**src/design/alu8f_pkg.sv**
```systemverilog
// ----------------------------------------------------------------------------
// alu8f_pkg
// Types, operation codes and constants of the eight-bit ALU with flags.
// ----------------------------------------------------------------------------
package alu8f_pkg;

    typedef enum logic [5:0] {
        OP_ADD   = 6'd0,
        OP_ADC   = 6'd1,
        OP_SUB   = 6'd2,
        OP_SBC   = 6'd3,
        OP_AND   = 6'd4,
        OP_XOR   = 6'd5,
        OP_OR    = 6'd6,
        OP_CP    = 6'd7,
        OP_RLC   = 6'd8,
        OP_RRC   = 6'd9,
        OP_RL    = 6'd10,
        OP_RR    = 6'd11,
        OP_SLA   = 6'd12,
        OP_SRA   = 6'd13,
        OP_SWAP  = 6'd14,
        OP_SRL   = 6'd15,
        OP_BIT   = 6'd16,
        OP_RES   = 6'd17,
        OP_SET   = 6'd18,
        OP_RLCA  = 6'd19,
        OP_RRCA  = 6'd20,
        OP_RLA   = 6'd21,
        OP_RRA   = 6'd22,
        OP_INC   = 6'd23,
        OP_DEC   = 6'd24,
        OP_DAA   = 6'd25,
        OP_CPL   = 6'd26,
        OP_SCF   = 6'd27,
        OP_CCF   = 6'd28,
        OP_ADD16 = 6'd29,
        OP_ADDSP = 6'd30,
        OP_LDA   = 6'd31,
        OP_LDAF  = 6'd32
    } t_op;

    typedef enum logic [2:0] {
        SH_RLC  = 3'd0,
        SH_RRC  = 3'd1,
        SH_RL   = 3'd2,
        SH_RR   = 3'd3,
        SH_SLA  = 3'd4,
        SH_SRA  = 3'd5,
        SH_SWAP = 3'd6,
        SH_SRL  = 3'd7
    } t_shift;

    localparam logic [2:0] ACC_ROT_BASE = 3'd3;
    localparam logic [7:0] DAA_LIMIT    = 8'h99;
    localparam logic [7:0] DAA_HI_ADJ   = 8'h60;
    localparam logic [7:0] DAA_LO_ADJ   = 8'h06;
    localparam logic [3:0] DAA_LO_LIMIT = 4'h9;

    typedef struct packed {
        logic z;
        logic n;
        logic h;
        logic c;
    } t_flags;

    typedef struct packed {
        logic [5:0]  operation;
        logic [7:0]  operand_value;
        logic [2:0]  bit_index;
        logic [15:0] wide_first;
        logic [15:0] wide_second;
    } t_alu_req;

    typedef struct packed {
        logic [7:0]  byte_result;
        logic [15:0] word_result;
        logic [7:0]  accumulator_out;
        logic        zero_flag;
        logic        subtract_flag;
        logic        half_carry_flag;
        logic        carry_flag;
    } t_alu_res;

endpackage

```
**src/design/alu8f_core.sv**
```systemverilog
// ----------------------------------------------------------------------------
// alu8f_core
// Single-pass datapath: computes the result, new accumulator and new flags of
// one request from the current accumulator and flags.
// ----------------------------------------------------------------------------
module alu8f_core (
    input  alu8f_pkg::t_alu_req i_req,
    input  logic [7:0]          i_acc,
    input  alu8f_pkg::t_flags   i_flags,
    output alu8f_pkg::t_alu_res o_res
);

    function automatic logic [8:0] shift_op(input logic [2:0] k, input logic [7:0] x,
                                            input logic cin);
        logic [8:0] r;
        case (k)
            alu8f_pkg::SH_RLC:  r = {x[7], x[6:0], x[7]};
            alu8f_pkg::SH_RRC:  r = {x[0], x[0], x[7:1]};
            alu8f_pkg::SH_RL:   r = {x[7], x[6:0], cin};
            alu8f_pkg::SH_RR:   r = {x[0], cin, x[7:1]};
            alu8f_pkg::SH_SLA:  r = {x[7], x[6:0], 1'b0};
            alu8f_pkg::SH_SRA:  r = {x[0], x[7], x[7:1]};
            alu8f_pkg::SH_SWAP: r = {1'b0, x[3:0], x[7:4]};
            default:            r = {x[0], 1'b0, x[7:1]};
        endcase
        return r;
    endfunction

    logic [5:0]  op;
    logic [7:0]  a;
    logic [7:0]  v;
    logic [15:0] w1;
    logic [15:0] w2;
    logic        ci;
    logic [8:0]  add9;
    logic [4:0]  add_h5;
    logic [8:0]  sub9;
    logic [4:0]  sub_h5;
    logic        acc_rot;
    logic [2:0]  sh_k;
    logic [8:0]  sh_r;
    logic [7:0]  bit_mask;
    logic [7:0]  inc8;
    logic [7:0]  dec8;
    logic        daa_hi;
    logic [7:0]  daa_a1;
    logic [7:0]  daa_a2;
    logic [16:0] add17;
    logic [12:0] add_h13;
    logic [15:0] sp_sum;
    logic [8:0]  sp_c9;
    logic [4:0]  sp_h5;
    logic [7:0]  acc_n;
    alu8f_pkg::t_flags flg_n;
    logic [7:0]  byte_r;
    logic [15:0] word_r;

    assign op = i_req.operation;
    assign a  = i_acc;
    assign v  = i_req.operand_value;
    assign w1 = i_req.wide_first;
    assign w2 = i_req.wide_second;

    assign ci = ((op == alu8f_pkg::OP_ADC) || (op == alu8f_pkg::OP_SBC)) ? i_flags.c : 1'b0;
    assign add9   = {1'b0, a} + {1'b0, v} + {8'd0, ci};
    assign add_h5 = {1'b0, a[3:0]} + {1'b0, v[3:0]} + {4'd0, ci};
    assign sub9   = {1'b0, a} - {1'b0, v} - {8'd0, ci};
    assign sub_h5 = {1'b0, a[3:0]} - {1'b0, v[3:0]} - {4'd0, ci};

    assign acc_rot = op inside {[alu8f_pkg::OP_RLCA:alu8f_pkg::OP_RRA]};
    assign sh_k    = acc_rot ? (op[2:0] - alu8f_pkg::ACC_ROT_BASE) : op[2:0];
    assign sh_r    = shift_op(sh_k, acc_rot ? a : v, i_flags.c);

    assign bit_mask = 8'h01 << i_req.bit_index;
    assign inc8     = v + 8'd1;
    assign dec8     = v - 8'd1;

    always_comb begin
        daa_hi = i_flags.c || (a > alu8f_pkg::DAA_LIMIT);
        if (!i_flags.n) begin
            daa_a1 = daa_hi ? (a + alu8f_pkg::DAA_HI_ADJ) : a;
            daa_a2 = (i_flags.h || (daa_a1[3:0] > alu8f_pkg::DAA_LO_LIMIT))
                   ? (daa_a1 + alu8f_pkg::DAA_LO_ADJ) : daa_a1;
        end else begin
            daa_a1 = i_flags.c ? (a - alu8f_pkg::DAA_HI_ADJ) : a;
            daa_a2 = i_flags.h ? (daa_a1 - alu8f_pkg::DAA_LO_ADJ) : daa_a1;
        end
    end

    assign add17   = {1'b0, w1} + {1'b0, w2};
    assign add_h13 = {1'b0, w1[11:0]} + {1'b0, w2[11:0]};
    assign sp_sum  = w1 + {{8{v[7]}}, v};
    assign sp_c9   = {1'b0, w1[7:0]} + {1'b0, v};
    assign sp_h5   = {1'b0, w1[3:0]} + {1'b0, v[3:0]};

    always_comb begin
        acc_n  = a;
        flg_n  = i_flags;
        byte_r = 8'd0;
        word_r = 16'd0;
        case (op)
            alu8f_pkg::OP_ADD, alu8f_pkg::OP_ADC: begin
                acc_n = add9[7:0];
                flg_n = '{z: (add9[7:0] == 8'd0), n: 1'b0, h: add_h5[4], c: add9[8]};
            end
            alu8f_pkg::OP_SUB, alu8f_pkg::OP_SBC, alu8f_pkg::OP_CP: begin
                if (op != alu8f_pkg::OP_CP) begin
                    acc_n = sub9[7:0];
                end
                flg_n = '{z: (sub9[7:0] == 8'd0), n: 1'b1, h: sub_h5[4], c: sub9[8]};
            end
            alu8f_pkg::OP_AND: begin
                acc_n = a & v;
                flg_n = '{z: ((a & v) == 8'd0), n: 1'b0, h: 1'b1, c: 1'b0};
            end
            alu8f_pkg::OP_XOR: begin
                acc_n = a ^ v;
                flg_n = '{z: ((a ^ v) == 8'd0), n: 1'b0, h: 1'b0, c: 1'b0};
            end
            alu8f_pkg::OP_OR: begin
                acc_n = a | v;
                flg_n = '{z: ((a | v) == 8'd0), n: 1'b0, h: 1'b0, c: 1'b0};
            end
            alu8f_pkg::OP_RLC, alu8f_pkg::OP_RRC, alu8f_pkg::OP_RL, alu8f_pkg::OP_RR,
            alu8f_pkg::OP_SLA, alu8f_pkg::OP_SRA, alu8f_pkg::OP_SWAP,
            alu8f_pkg::OP_SRL: begin
                byte_r = sh_r[7:0];
                flg_n  = '{z: (sh_r[7:0] == 8'd0), n: 1'b0, h: 1'b0, c: sh_r[8]};
            end
            alu8f_pkg::OP_RLCA, alu8f_pkg::OP_RRCA, alu8f_pkg::OP_RLA,
            alu8f_pkg::OP_RRA: begin
                acc_n = sh_r[7:0];
                flg_n = '{z: 1'b0, n: 1'b0, h: 1'b0, c: sh_r[8]};
            end
            alu8f_pkg::OP_BIT: begin
                flg_n.z = ((v & bit_mask) == 8'd0);
                flg_n.n = 1'b0;
                flg_n.h = 1'b1;
            end
            alu8f_pkg::OP_RES: begin
                byte_r = v & ~bit_mask;
            end
            alu8f_pkg::OP_SET: begin
                byte_r = v | bit_mask;
            end
            alu8f_pkg::OP_INC: begin
                byte_r  = inc8;
                flg_n.z = (inc8 == 8'd0);
                flg_n.n = 1'b0;
                flg_n.h = (v[3:0] == 4'hF);
            end
            alu8f_pkg::OP_DEC: begin
                byte_r  = dec8;
                flg_n.z = (dec8 == 8'd0);
                flg_n.n = 1'b1;
                flg_n.h = (v[3:0] == 4'h0);
            end
            alu8f_pkg::OP_DAA: begin
                acc_n   = daa_a2;
                flg_n.z = (daa_a2 == 8'd0);
                flg_n.h = 1'b0;
                if (!i_flags.n && daa_hi) begin
                    flg_n.c = 1'b1;
                end
            end
            alu8f_pkg::OP_CPL: begin
                acc_n   = ~a;
                flg_n.n = 1'b1;
                flg_n.h = 1'b1;
            end
            alu8f_pkg::OP_SCF: begin
                flg_n.n = 1'b0;
                flg_n.h = 1'b0;
                flg_n.c = 1'b1;
            end
            alu8f_pkg::OP_CCF: begin
                flg_n.n = 1'b0;
                flg_n.h = 1'b0;
                flg_n.c = ~i_flags.c;
            end
            alu8f_pkg::OP_ADD16: begin
                word_r  = add17[15:0];
                flg_n.n = 1'b0;
                flg_n.h = add_h13[12];
                flg_n.c = add17[16];
            end
            alu8f_pkg::OP_ADDSP: begin
                word_r = sp_sum;
                flg_n  = '{z: 1'b0, n: 1'b0, h: sp_h5[4], c: sp_c9[8]};
            end
            alu8f_pkg::OP_LDA: begin
                acc_n = v;
            end
            alu8f_pkg::OP_LDAF: begin
                acc_n = w1[15:8];
                flg_n = '{z: w1[7], n: w1[6], h: w1[5], c: w1[4]};
            end
            default: begin
                acc_n = a;
            end
        endcase
    end

    assign o_res.byte_result     = byte_r;
    assign o_res.word_result     = word_r;
    assign o_res.accumulator_out = acc_n;
    assign o_res.zero_flag       = flg_n.z;
    assign o_res.subtract_flag   = flg_n.n;
    assign o_res.half_carry_flag = flg_n.h;
    assign o_res.carry_flag      = flg_n.c;

endmodule

```
**src/design/eight_bit_alu_with_flags.sv**
```systemverilog
// ----------------------------------------------------------------------------
// eight_bit_alu_with_flags
// Accumulator, flag register and ALU of an eight-bit CPU core.
//
// Usage:
// A request enters on the input channel (i_in_valid, o_in_stall, i_in_data)
// and names one operation with its operands. The block answers every request
// with exactly one result on the output channel (o_out_valid, i_out_stall,
// o_out_data), in request order. The result carries the byte and word
// results and the accumulator and flags after the operation.
// The request is first held in the input register; then one ALU pass loads
// the result register and the state.
// Throughput is one request per cycle while the receiver does not stall; the
// ALU pass is the only logic stage and each request sees the state left by
// the one before it.
// While the receiver stalls, the result holds, the request in the input
// register waits, and o_in_stall rises once both registers are full.
// Reset clears the accumulator, the flags and both valid bits.
// ----------------------------------------------------------------------------
module eight_bit_alu_with_flags (
    input  logic                i_clk,
    input  logic                i_rst_n,
    input  logic                i_in_valid,
    output logic                o_in_stall,
    input  alu8f_pkg::t_alu_req i_in_data,
    output logic                o_out_valid,
    input  logic                i_out_stall,
    output alu8f_pkg::t_alu_res o_out_data
);

    logic                r_req_valid;
    alu8f_pkg::t_alu_req r_req;
    logic                r_res_valid;
    alu8f_pkg::t_alu_res r_res;
    logic [7:0]          r_acc;
    alu8f_pkg::t_flags   r_flags;
    alu8f_pkg::t_alu_res n_res;
    logic                res_free;
    logic                req_move;
    logic                req_take;

    assign res_free = !r_res_valid || !i_out_stall;
    assign req_move = r_req_valid && res_free;
    assign req_take = i_in_valid && !o_in_stall;

    assign o_in_stall  = r_req_valid && !res_free;
    assign o_out_valid = r_res_valid;
    assign o_out_data  = r_res;

    alu8f_core u_core (
        .i_req   (r_req),
        .i_acc   (r_acc),
        .i_flags (r_flags),
        .o_res   (n_res)
    );

    always_ff @(posedge i_clk) begin
        if (!i_rst_n) begin
            r_req_valid <= 1'b0;
            r_res_valid <= 1'b0;
            r_acc       <= 8'd0;
            r_flags     <= '0;
        end else begin
            if (req_take) begin
                r_req_valid <= 1'b1;
            end else if (req_move) begin
                r_req_valid <= 1'b0;
            end
            if (req_move) begin
                r_res_valid <= 1'b1;
                r_acc       <= n_res.accumulator_out;
                r_flags     <= '{z: n_res.zero_flag, n: n_res.subtract_flag,
                                 h: n_res.half_carry_flag, c: n_res.carry_flag};
            end else if (res_free) begin
                r_res_valid <= 1'b0;
            end
        end
    end

    always_ff @(posedge i_clk) begin
        if (req_take) begin
            r_req <= i_in_data;
        end
        if (req_move) begin
            r_res <= n_res;
        end
    end

endmodule

```
**config.mk**
```make
export PLATFORM = sky130hd
export DESIGN_NAME = eight_bit_alu_with_flags
export DESIGN_NICKNAME = d
export VERILOG_FILES = /design/src/design/alu8f_pkg.sv /design/src/design/alu8f_core.sv /design/src/design/eight_bit_alu_with_flags.sv
export SDC_FILE = /design/constraint.sdc
export NUM_CORES = 1
export LEC_CHECK = 0
export CAP_MARGIN = 15
export CORE_MARGIN = 5
export CORE_UTILIZATION = 55
export DETAILED_ROUTE_END_ITERATION = 8
export DONT_BUFFER_PORTS = 1
export GPL_TIMING_DRIVEN = 0
export PLACE_DENSITY = 0.7
export SYNTH_ARGS = -nofsm -noshare
export SYNTH_HDL_FRONTEND = slang
export SYNTH_HIERARCHICAL = 1
export SYNTH_SLANG_ARGS = --single-unit
```
**constraint.sdc**
```tcl
create_clock -name i_clk -period 7.5 [get_ports i_clk]
set_input_delay 0.375 -clock i_clk [delete_from_list [all_inputs] [get_ports i_clk]]
set_output_delay 0.375 -clock i_clk [all_outputs]
set_load 0.02 [all_outputs]
```
# ---- Yosys cells after proc, flatten, opt, wreduce, memory -nomap -nowiden
# Index checks and enable logic that the tools add are counted.
dict set report classes {
  mux 22
  order_cmp 4
  n_addsub 20
  bitwise_logic 9
  reduce_logical 40
  eq_ne 40
  n_shift 1
}
# operator n
set op_table {}
lappend op_table {{$eq 6x5->1 const B} 16}
lappend op_table {{$logic_not 8->1} 10}
lappend op_table {{$pmux 8 s10} 1}
lappend op_table {{$pmux 9 s7} 1}
lappend op_table {{$mux 8} 7}
lappend op_table {{$eq 6x4->1 const B} 8}
lappend op_table {{$pmux 8 s5} 1}
lappend op_table {{$pmux 16 s2} 1}
lappend op_table {{$and 8x8->8} 3}
lappend op_table {{$eq 6x3->1 const B} 4}
lappend op_table {{$reduce_or 23->1} 1}
lappend op_table {{$add 8x8->9} 2}
lappend op_table {{$add 16x16->17} 1}
lappend op_table {{$reduce_or 17->1} 1}
lappend op_table {{$add 16x16->16} 1}
lappend op_table {{$not 8->8} 2}
lappend op_table {{$or 8x8->8} 2}
lappend op_table {{$add 12x12->13} 1}
lappend op_table {{$eq 6x2->1 const B} 2}
lappend op_table {{$pmux 1 s12} 1}
lappend op_table {{$reduce_or 12->1} 1}
lappend op_table {{$add 4x4->5} 2}
lappend op_table {{$pmux 1 s10} 1}
lappend op_table {{$reduce_or 5->1} 2}
lappend op_table {{other kinds (42)} 64}
dict set report word_totals {
  output_inout_bits 38
  input_bits 53
  wordCells 155
  register_bits 99
}

# ---- Longest topological paths before layout
# Gate-level depths: netlist of run 1.
dict set report depth {
  word_depth 9
  depth_mapped 18
  ltp_nobuf 17
}

# ---- Cells and area by module
# The synthesis of run 1 kept the hierarchy.
# module area_each_um2 seq_area_each_um2 cells_each instances
set modules_own_cells {}
lappend modules_own_cells {alu8f_core 5459.0 0.0 802 1}
lappend modules_own_cells {eight_bit_alu_with_flags 3129.3 2832.7 145 1}

# ---- Worst setup path after synthesis of run 1
# No wires, ideal clock.
dict set report synth_path {
  path_kind {register -> register}
  startpoint {register r_req[48] (netlist name)}
  endpoint {register r_res (netlist bit o_out_data[10]) (data pin)}
  setup_slack_ns 3.599
  required_time_ns 7.234
  path_stages_with_launch 12
  path_buffers 1
  t_arrival_ns 3.636
  cell_sequence {edfxtp_1 -> clkbuf_1 -> nor4_1 -> o211ai_1 -> fa_1 -> fa_1 -> o21a_1 -> nor2_1 -> o21ai_0 -> xor2_1 -> a221o_1 -> o32a_1}
}
# item line_no
set synth_rtl {}
lappend synth_rtl {{start: declaration} eight_bit_alu_with_flags.sv:32} ;# alu8f_pkg::t_alu_req r_req;
lappend synth_rtl {{start signal: assignment} eight_bit_alu_with_flags.sv:82} ;# r_req <= i_in_data;
lappend synth_rtl {{end signal: assignment} eight_bit_alu_with_flags.sv:85} ;# r_res <= n_res;
lappend synth_rtl {{end: declaration} eight_bit_alu_with_flags.sv:34} ;# alu8f_pkg::t_alu_res r_res;

==> impl_summary.txt, run 1 <==
----------------------------------------------------
[Status]
  Run status ... completed

[Route]
  Detail-routed via count per cell ... 6.76
  Number of search-and-repair iterations in the first detailed-routing pass ... 7
  Vias ... 7948
  Final wirelength ... ~27 mm
  Antenna-violating nets left ... 0
  Wirelength per Cell ... 23.3 µm
  DR iter-0 viols ... 1021
  Drt drc ... 0

[Logic synthesis]
  Most instantiated flip-flop cell in the synthesis netlist ... sky130_fd_sc_hd__edfxtp_1
  Syn Std Cell Area ... 8590 µm²
  Main area contributors after synthesis ... sky130_fd_sc_hd__edfxtp_1, sky130_fd_sc_hd__ha_1, sky130_fd_sc_hd__o21ai_0
  Proportion of synthesized flip-flops having asynchronous set or reset ... 0%
  Number of flip-flops and latches in the synthesized netlist ... 99
  Syn Inst Count ... 947
  Cell taking the most area after synthesis ... sky130_fd_sc_hd__edfxtp_1
  Synth top cells by count ... sky130_fd_sc_hd__edfxtp_1, sky130_fd_sc_hd__nand2_1, sky130_fd_sc_hd__ha_1
  Synthesis Warnings ... 6
  Area share of the largest cell type after synthesis ... 29.7%
  Cell variety after synth ... between 80 and 90
  Synthesized Nets ... roughly 1100
  Post-synth EDFFs ... 85
  Synthesized area per cell ... 9.07 µm²
  Most frequent cell after synthesis ... sky130_fd_sc_hd__edfxtp_1
  Post-synthesis sequential area ratio ... 33.0%

[Final layout]
  Share of post-route cells with drive strength above 1 ... 4.77%
  Multi-input combinational cell area ... 5390 µm²
  Number of nets at the end of the flow ... 1093
  Layout overhead on the synthesized area ... 6.89%
  Filler cell count in the final layout ... about 1400
  Sequential standard cell area ... 2830 µm²
  Number of antenna cells inserted ... 0

[Floorplanning]
  Effective utilization at floorplan ... 56.3%
  Vertical die dimension ... 135 µm
  Core footprint ... 15300 µm²
  Row cnt ... 45
  Width of the die ... 135 µm
  Die Outline Area ... 18200 µm²
  Count of pins on the block boundary ... 91

[Power]
  Power per standard cell area ... about 170 nW/µm²
  Max rail drop VDD ... 0.000170 V
  Leakage component of the power ... 3.43 nW

[Clock tree]
  Source-to-sink clock delay at the later pin of the worst-skew pair ... between 300 and 400 ps
  Number of buffers added for setup after CTS ... 0
  Number of H-tree branching levels ... 3
  Largest buffer count on any clock path ... 2
  PostCTS Resize Cnt ... 0
  Root Buffer ... sky130_fd_sc_hd__clkbuf_16
  Clock tree from TritonCTS ... done
  Cts bufs inserted ... 9
  Register clock-pin slew on the reported worst setup and hold paths ... about 70 ps
  Cts hold-fix bufs ... 0
  Number of clock sinks seen by CTS ... a little under 100

[Setup path]
  Type of the setup path with the least slack ... reg -> reg
  Worst endpoint required time ... 7610 ps
  Maximum net fanout on the critical path ... 10
  Worst Setup Start Kind ... flip-flop
  Setup crit end kind ... flip-flop
  Crit path DAT ... 4770 ps
  R2R setup slack ... 2840 ps

[STA]
  Final max-slew violation count ... 0
  Final worst clock skew ... 10.6 ps
  Transition time at the pin with the least slew margin ... 976 ps
  Slew HR ... 34.0%
  Part of the cycle the worst path needs ... 62.1%
  Setup violators final ... 0
  Unrepaired setup endpoints after global routing ... false
  Final min period ... roughly 4700 ps
  Setup TNS ... 0 ps
  Fin. Hold Viols ... 0
  Worst hold slack ... 105 ps
  Fmax ... approximately 210 MHz

[Global route]
  First-pass GRT wire length ... 42.0 mm
  Overall overflow remaining after global route ... 0
  Largest net degree at the start of global routing ... 46
  Overall Global Routing Usage ... 29.8%
  Initial antenna violation count ... 0
  Vias in the first global route ... 7248

[Place]
  Port Buffers ... 0
  Weighted congestion at the end of routability-driven global placement ... ~1.0
  Half-perimeter wire length after placement ... 20.8 mm

[Run]
  Maximum Capacitance Violations ... 0

[Worst hold path]
  HP Class ... in -> reg

----------------------------------------------------
==> cells in the final DEF, fill, tap and decap left out, types with 11 or more instances in the layout <==
| master | instances |
|---|---|
| sky130_fd_sc_hd__edfxtp_1 | 85 |
| sky130_fd_sc_hd__nand2_1 | 76 |
| sky130_fd_sc_hd__ha_1 | 74 |
| sky130_fd_sc_hd__nor2_1 | 71 |
| sky130_fd_sc_hd__o21ai_0 | 61 |
| sky130_fd_sc_hd__a21oi_1 | 50 |
| sky130_fd_sc_hd__clkbuf_1 | 42 |
| sky130_fd_sc_hd__inv_1 | 36 |
| sky130_fd_sc_hd__nand3_1 | 28 |
| sky130_fd_sc_hd__mux2i_1 | 27 |
| sky130_fd_sc_hd__xnor2_1 | 26 |
| sky130_fd_sc_hd__nor3_1 | 19 |
| sky130_fd_sc_hd__o21a_1 | 18 |
| sky130_fd_sc_hd__xor2_1 | 18 |
| sky130_fd_sc_hd__o22ai_1 | 18 |
| sky130_fd_sc_hd__nor2b_1 | 17 |
| sky130_fd_sc_hd__and3_1 | 17 |
| sky130_fd_sc_hd__dfxtp_1 | 14 |
| sky130_fd_sc_hd__a21o_1 | 14 |
| sky130_fd_sc_hd__a211oi_1 | 14 |
| sky130_fd_sc_hd__nand4_1 | 13 |
| sky130_fd_sc_hd__o211ai_1 | 12 |
| sky130_fd_sc_hd__a31oi_1 | 12 |
| sky130_fd_sc_hd__nor4_1 | 11 |
==> cells by family after synthesis <==
family / Yosys count / synth area share, %
and+or+nand+nor: 305 / 18.1
muxes: 34 / 4.41
adders and majority gates: 80 / 12.2
buffers and inverters: 91 / 4.37
AOI/OAI and AO/OA: 294 / 23.5
xor gates and xnor gates: 44 / 4.49
DFF: 99 / 33.0
==> flip-flops by register name, indices dropped and copies added (netlist names) <==
register	count
o_out_data	36
o_out_valid	1
r_acc	8
r_flags	4
r_req	49
r_req_valid	1
==> layer usage <==
metal / global-route usage [%] / vias to the layer above / wire length, µm
li1: - / 3643 / -
met1: 43.2 / 3754 / 11900
met2: 44.3 / 479 / 12000
met3: 6.26 / 72 / 2730
met4: 10.5 / 0 / 773
met5: 0 / - / 0
==> layout make-up <==
| class | instances | area share [%] |
|---|---|---|
| inverter | 36 | 1.47 |
| buffer | 55 | 2.62 |
| clock inverter | 7 | 0.763 |
| multi-input combinational | 757 | 58.7 |
| tap | 211 | 2.88 |
| timing repair buffer | 2 | 0.273 |
| sequential | 99 | 30.9 |
| clock buffer | 9 | 2.45 |
==> worst max-delay path: stages, from the launching register on <==
cell	delay, ps
sky130_fd_sc_hd__edfxtp_1	520
sky130_fd_sc_hd__ha_1	240
sky130_fd_sc_hd__clkbuf_1	240
sky130_fd_sc_hd__clkbuf_1	310
sky130_fd_sc_hd__o211ai_1	320
sky130_fd_sc_hd__inv_1	90
sky130_fd_sc_hd__fa_1	430
sky130_fd_sc_hd__inv_1	100
sky130_fd_sc_hd__fa_1	240
sky130_fd_sc_hd__nand2b_1	190
sky130_fd_sc_hd__nand2b_1	70
sky130_fd_sc_hd__a21o_1	210
sky130_fd_sc_hd__and2_1	170
sky130_fd_sc_hd__a2111oi_0	770
sky130_fd_sc_hd__o211ai_1	180
sky130_fd_sc_hd__mux2_2	330
==> power breakdown <==
group | internal [W] | switching [W] | leakage, nW
logic | 0.000148 | 0.000247 | 2.36
registers | 0.000635 | 0.0000439 | 0.922
clock network | 0.000235 | 0.000225 | 0.147
==> per-stage QoR <==
stage | util [%] | cell area [µm²] | cells | power, W | setup slack, ps
floorplan | - | 8590 | 947 | 0.000967 | 3600
global placement | 58.0 | 8850 | 1158 | 0.00107 | 2860
detailed placement | 58.2 | 8880 | 1160 | 0.00107 | 2980
CTS | 60.2 | 9180 | 1176 | 0.00153 | 2960
global route | 60.2 | 9180 | 1176 | 0.00161 | 2630
finish | 60.2 | 9180 | 1176 | 0.00153 | 2840
==> worst paths after layout <==
check / startpoint / end / cells past startpoint
max: r_req[44] / o_out_data[1] / 15
max reg2reg: r_req[44] / o_out_data[1] / 15
min reg2reg: r_flags[0] / r_flags[0] / 2
min: i_in_data[5] / r_req[5] / 0
Power figures use the tool's default switching activity.
==> run 2, diff against run 1 <==
--- a/config.mk
+++ b/config.mk
@@ -11,7 +11,7 @@
 export DETAILED_ROUTE_END_ITERATION = 8
 export DONT_BUFFER_PORTS = 1
 export GPL_TIMING_DRIVEN = 0
-export PLACE_DENSITY = 0.7
+export PLACE_DENSITY = 0.73
 export SYNTH_ARGS = -nofsm -noshare
 export SYNTH_HDL_FRONTEND = slang
 export SYNTH_HIERARCHICAL = 1
==> constraint.sdc (replaced) <==
create_clock -name i_clk -period 3.78 [get_ports i_clk]
set_input_delay 0.189 -clock i_clk [delete_from_list [all_inputs] [get_ports i_clk]]
set_output_delay 0.189 -clock i_clk [all_outputs]
set_load 0.02 [all_outputs]
==> run 2 against run 1 <==
The run now ends with design-rule violations left. Maximum frequency is 26% higher. Via count is 6.6% higher. Global-route usage is 1.6 points higher. Cell area is 9.8% higher. Critical endpoint unchanged. Core utilization is 5.9 points higher. First-iteration DRC count is 25% higher. Final cell count is 5.8% higher. Setup slack worse by 2700 ps. Die area stayed put. Clock-buffer cell count stayed put. Register-to-register slack worse by 2700 ps. Hold slack worse by 43 ps.
==> impl_summary.txt, run 2 (synthesis gave the netlist of run 1 again) <==
----------------------------------------------------
[Route]
  Detail-routed via count per cell ... 6.81
  Drt drc ... 4
  Vias ... 8476
  Wirelength per Cell ... 23.6 µm
  DR iter-0 viols ... about 1300
  Antenna-violating nets left ... 0
  Number of search-and-repair iterations in the first detailed-routing pass ... 9
  Final wirelength ... 29.3 mm

[Final layout]
  Layout overhead on the synthesized area ... 17.4%
  Number of antenna cells inserted ... 0
  Number of flip-flops in the largest register ... a little under 50
  Leading cell type in the layout, fill and taps excluded ... sky130_fd_sc_hd__edfxtp_1
  Most flop-heavy register ... r_req
  Commonest cells after routing, fill and taps aside ... sky130_fd_sc_hd__edfxtp_1, sky130_fd_sc_hd__nand2_1, sky130_fd_sc_hd__ha_1
  Share of post-route cells with drive strength above 1 ... a little over a tenth
  Number of nets at the end of the flow ... 1161

[STA]
  Unrepaired setup endpoints after global routing ... true
  Final max-slew violation count ... 0
  Fmax ... roughly 270 MHz
  Final worst clock skew ... 7.51 ps
  Part of the cycle the worst path needs ... approximately 98%
  Slew HR ... 38.5%
  Transition time at the pin with the least slew margin ... ~910 ps
  Setup violators final ... 0
  Setup slack of the critical path after layout ... 94.0 ps
  Final min period ... 3690 ps
  Fin. Hold Viols ... 0

[Setup path]
  Family with the most delay on the worst path ... compound AO/OA/AOI/OAI gates
  Biggest cell delay along the critical path ... 520 ps
  Maximum net fanout on the critical path ... 10
  R2R setup slack ... about 94 ps
  Reg2reg end ... o_out_data[1]
  Worst Setup Start Kind ... flip-flop
  R2R Path Start ... r_req[43]
  Setup crit end kind ... flip-flop
  Combined buffer and inverter count along the critical path ... 3
  R2R depth ... 14
  Crit path DAT ... 3790 ps
  Type of the setup path with the least slack ... reg -> reg
  Worst endpoint required time ... 3890 ps
  Ordered cell list for the critical path ... ha_4 -> clkbuf_8 -> o211ai_1 -> inv_1 -> fa_2 -> inv_1 -> fa_2 -> nand2b_1 -> nand2b_1 -> a21o_1 -> and2_1 -> a2111oi_4 -> o211ai_1 -> mux2_2
  Critical-path top delay cell ... sky130_fd_sc_hd__edfxtp_1

[Floorplanning]
  Vertical die dimension ... 135 µm
  Die Outline Area ... about 18000 µm²
  Row cnt ... 45
  Width of the die ... 135 µm
  Count of pins on the block boundary ... 91
  Core footprint ... 15300 µm²
  Effective utilization at floorplan ... 56.3%

[Global route]
  Largest net degree at the start of global routing ... 46
  Initial antenna violation count ... 0
  Vias in the first global route ... 7849
  First-pass GRT wire length ... between 40 and 50 mm
  Overall overflow remaining after global route ... 0
  Global-route track usage on met2 ... 48.4%
  Met3 global-route usage ... 7.45%
  Met1 usage in global routing ... 42.5%
  Overall Global Routing Usage ... 31.4%
  Most crowded layer after global routing ... met2

[Place]
  Port Buffers ... 0
  Weighted congestion at the end of routability-driven global placement ... around 0.99
  Half-perimeter wire length after placement ... 21.3 mm
  Placement-stage worst setup slack ... -681 ps

[Clock tree]
  Cts bufs inserted ... 9
  Root Buffer ... sky130_fd_sc_hd__clkbuf_16
  Largest buffer count on any clock path ... 2
  Clock tree from TritonCTS ... done
  Source-to-sink clock delay at the later pin of the worst-skew pair ... about 360 ps
  Number of H-tree branching levels ... 3
  Register clock-pin slew on the reported worst setup and hold paths ... 70 ps
  Number of clock sinks seen by CTS ... around 100

[Status]
  Run status ... complete, but fails checks
  Failing checks ... design-rule violations

[Power]
  Power per standard cell area ... between 300 and 400 nW/µm²
  Max rail drop VDD ... 0.000224 V
  Leakage component of the power ... 3.82 nW
  Total Power ... 0.00324 W

[Worst hold path]
  HP Class ... in -> reg
  Hold Crit Endpoint ... r_acc[0]
  Hold wc startpoint ... i_out_stall
  Cell count of the worst hold path ... 2

[Run]
  Maximum Capacitance Violations ... 0

----------------------------------------------------
==> run 2: cell types whose count changed in the layout (fill, tap and decap cells not counted), sizes merged <==
cell / delta
clkinvlp: +1
dlygate4sd3: +51
clkbuf: -7
clkinv: -2
buf: +24
bufinv: +1
==> run 2: power breakdown <==
group | internal (W) | switching, W
logic | 0.000370 | 0.000538
registers | 0.00126 | 0.0000860
clock network | 0.000533 | 0.000450
total | 0.00216 | 0.00107
==> run 2: final cells by class <==
type | instances | area [µm²]
multi-input cells | 757 | 5570
fillers | 1288 | 5170
flip-flops and latches | 99 | 2830
repair buffers | 75 | 704
well taps | 211 | 264
plain buffers | 50 | 254
clock buffers | 9 | 225
inverters | 36 | 139
clock inverters | 7 | 92.6
==> run 2: how the worst max path moves through the flow <==
stage | to | startpoint | depth (start not counted) | slack (ps)
after CTS | r_flags[3] | r_req[44] | 18 | 10
after global placement | o_out_data[10] | r_req[44] | 12 | -770
after global routing | r_acc[6] | r_req[43] | 13 | -20
after floorplan | o_out_data[10] | r_req[48] | 11 | 50
final | o_out_data[1] | r_req[43] | 14 | 90
after detailed placement | o_out_data[10] | r_req[44] | 12 | -680
==> run 2: metrics by stage <==
stage | setup TNS, ps | cells | utilization (%) | hold WS (ps) | cell area, µm²
floorplan | 0 | 947 | - | 288 | 8590
detailed placement | -7470 | 1159 | 58.2 | 288 | 8890
CTS | 0 | 1233 | 64.8 | 56.3 | 9890
finish | 0 | 1244 | 66.1 | 62.0 | 10100
global route | -34.3 | 1244 | 66.1 | 64.4 | 10100
global placement | -34360 | 1158 | 58.1 | 288 | 8860
==> run 2: per-layer routing <==
layer	part of all wire, %	vias to the layer above
met3	11	103
met4	3.8	0
met2	44	612
met1	41	3978
met5	0	-
li1	-	3783
==> run 2: repair_timing <==
item	4_1_cts	5_1_grt
pin swaps	11	9
hold buffers	51	0
gates resized for setup	34	42
setup endpoints to repair	23	24
hold endpoints to repair	51	0
setup buffers	10	12
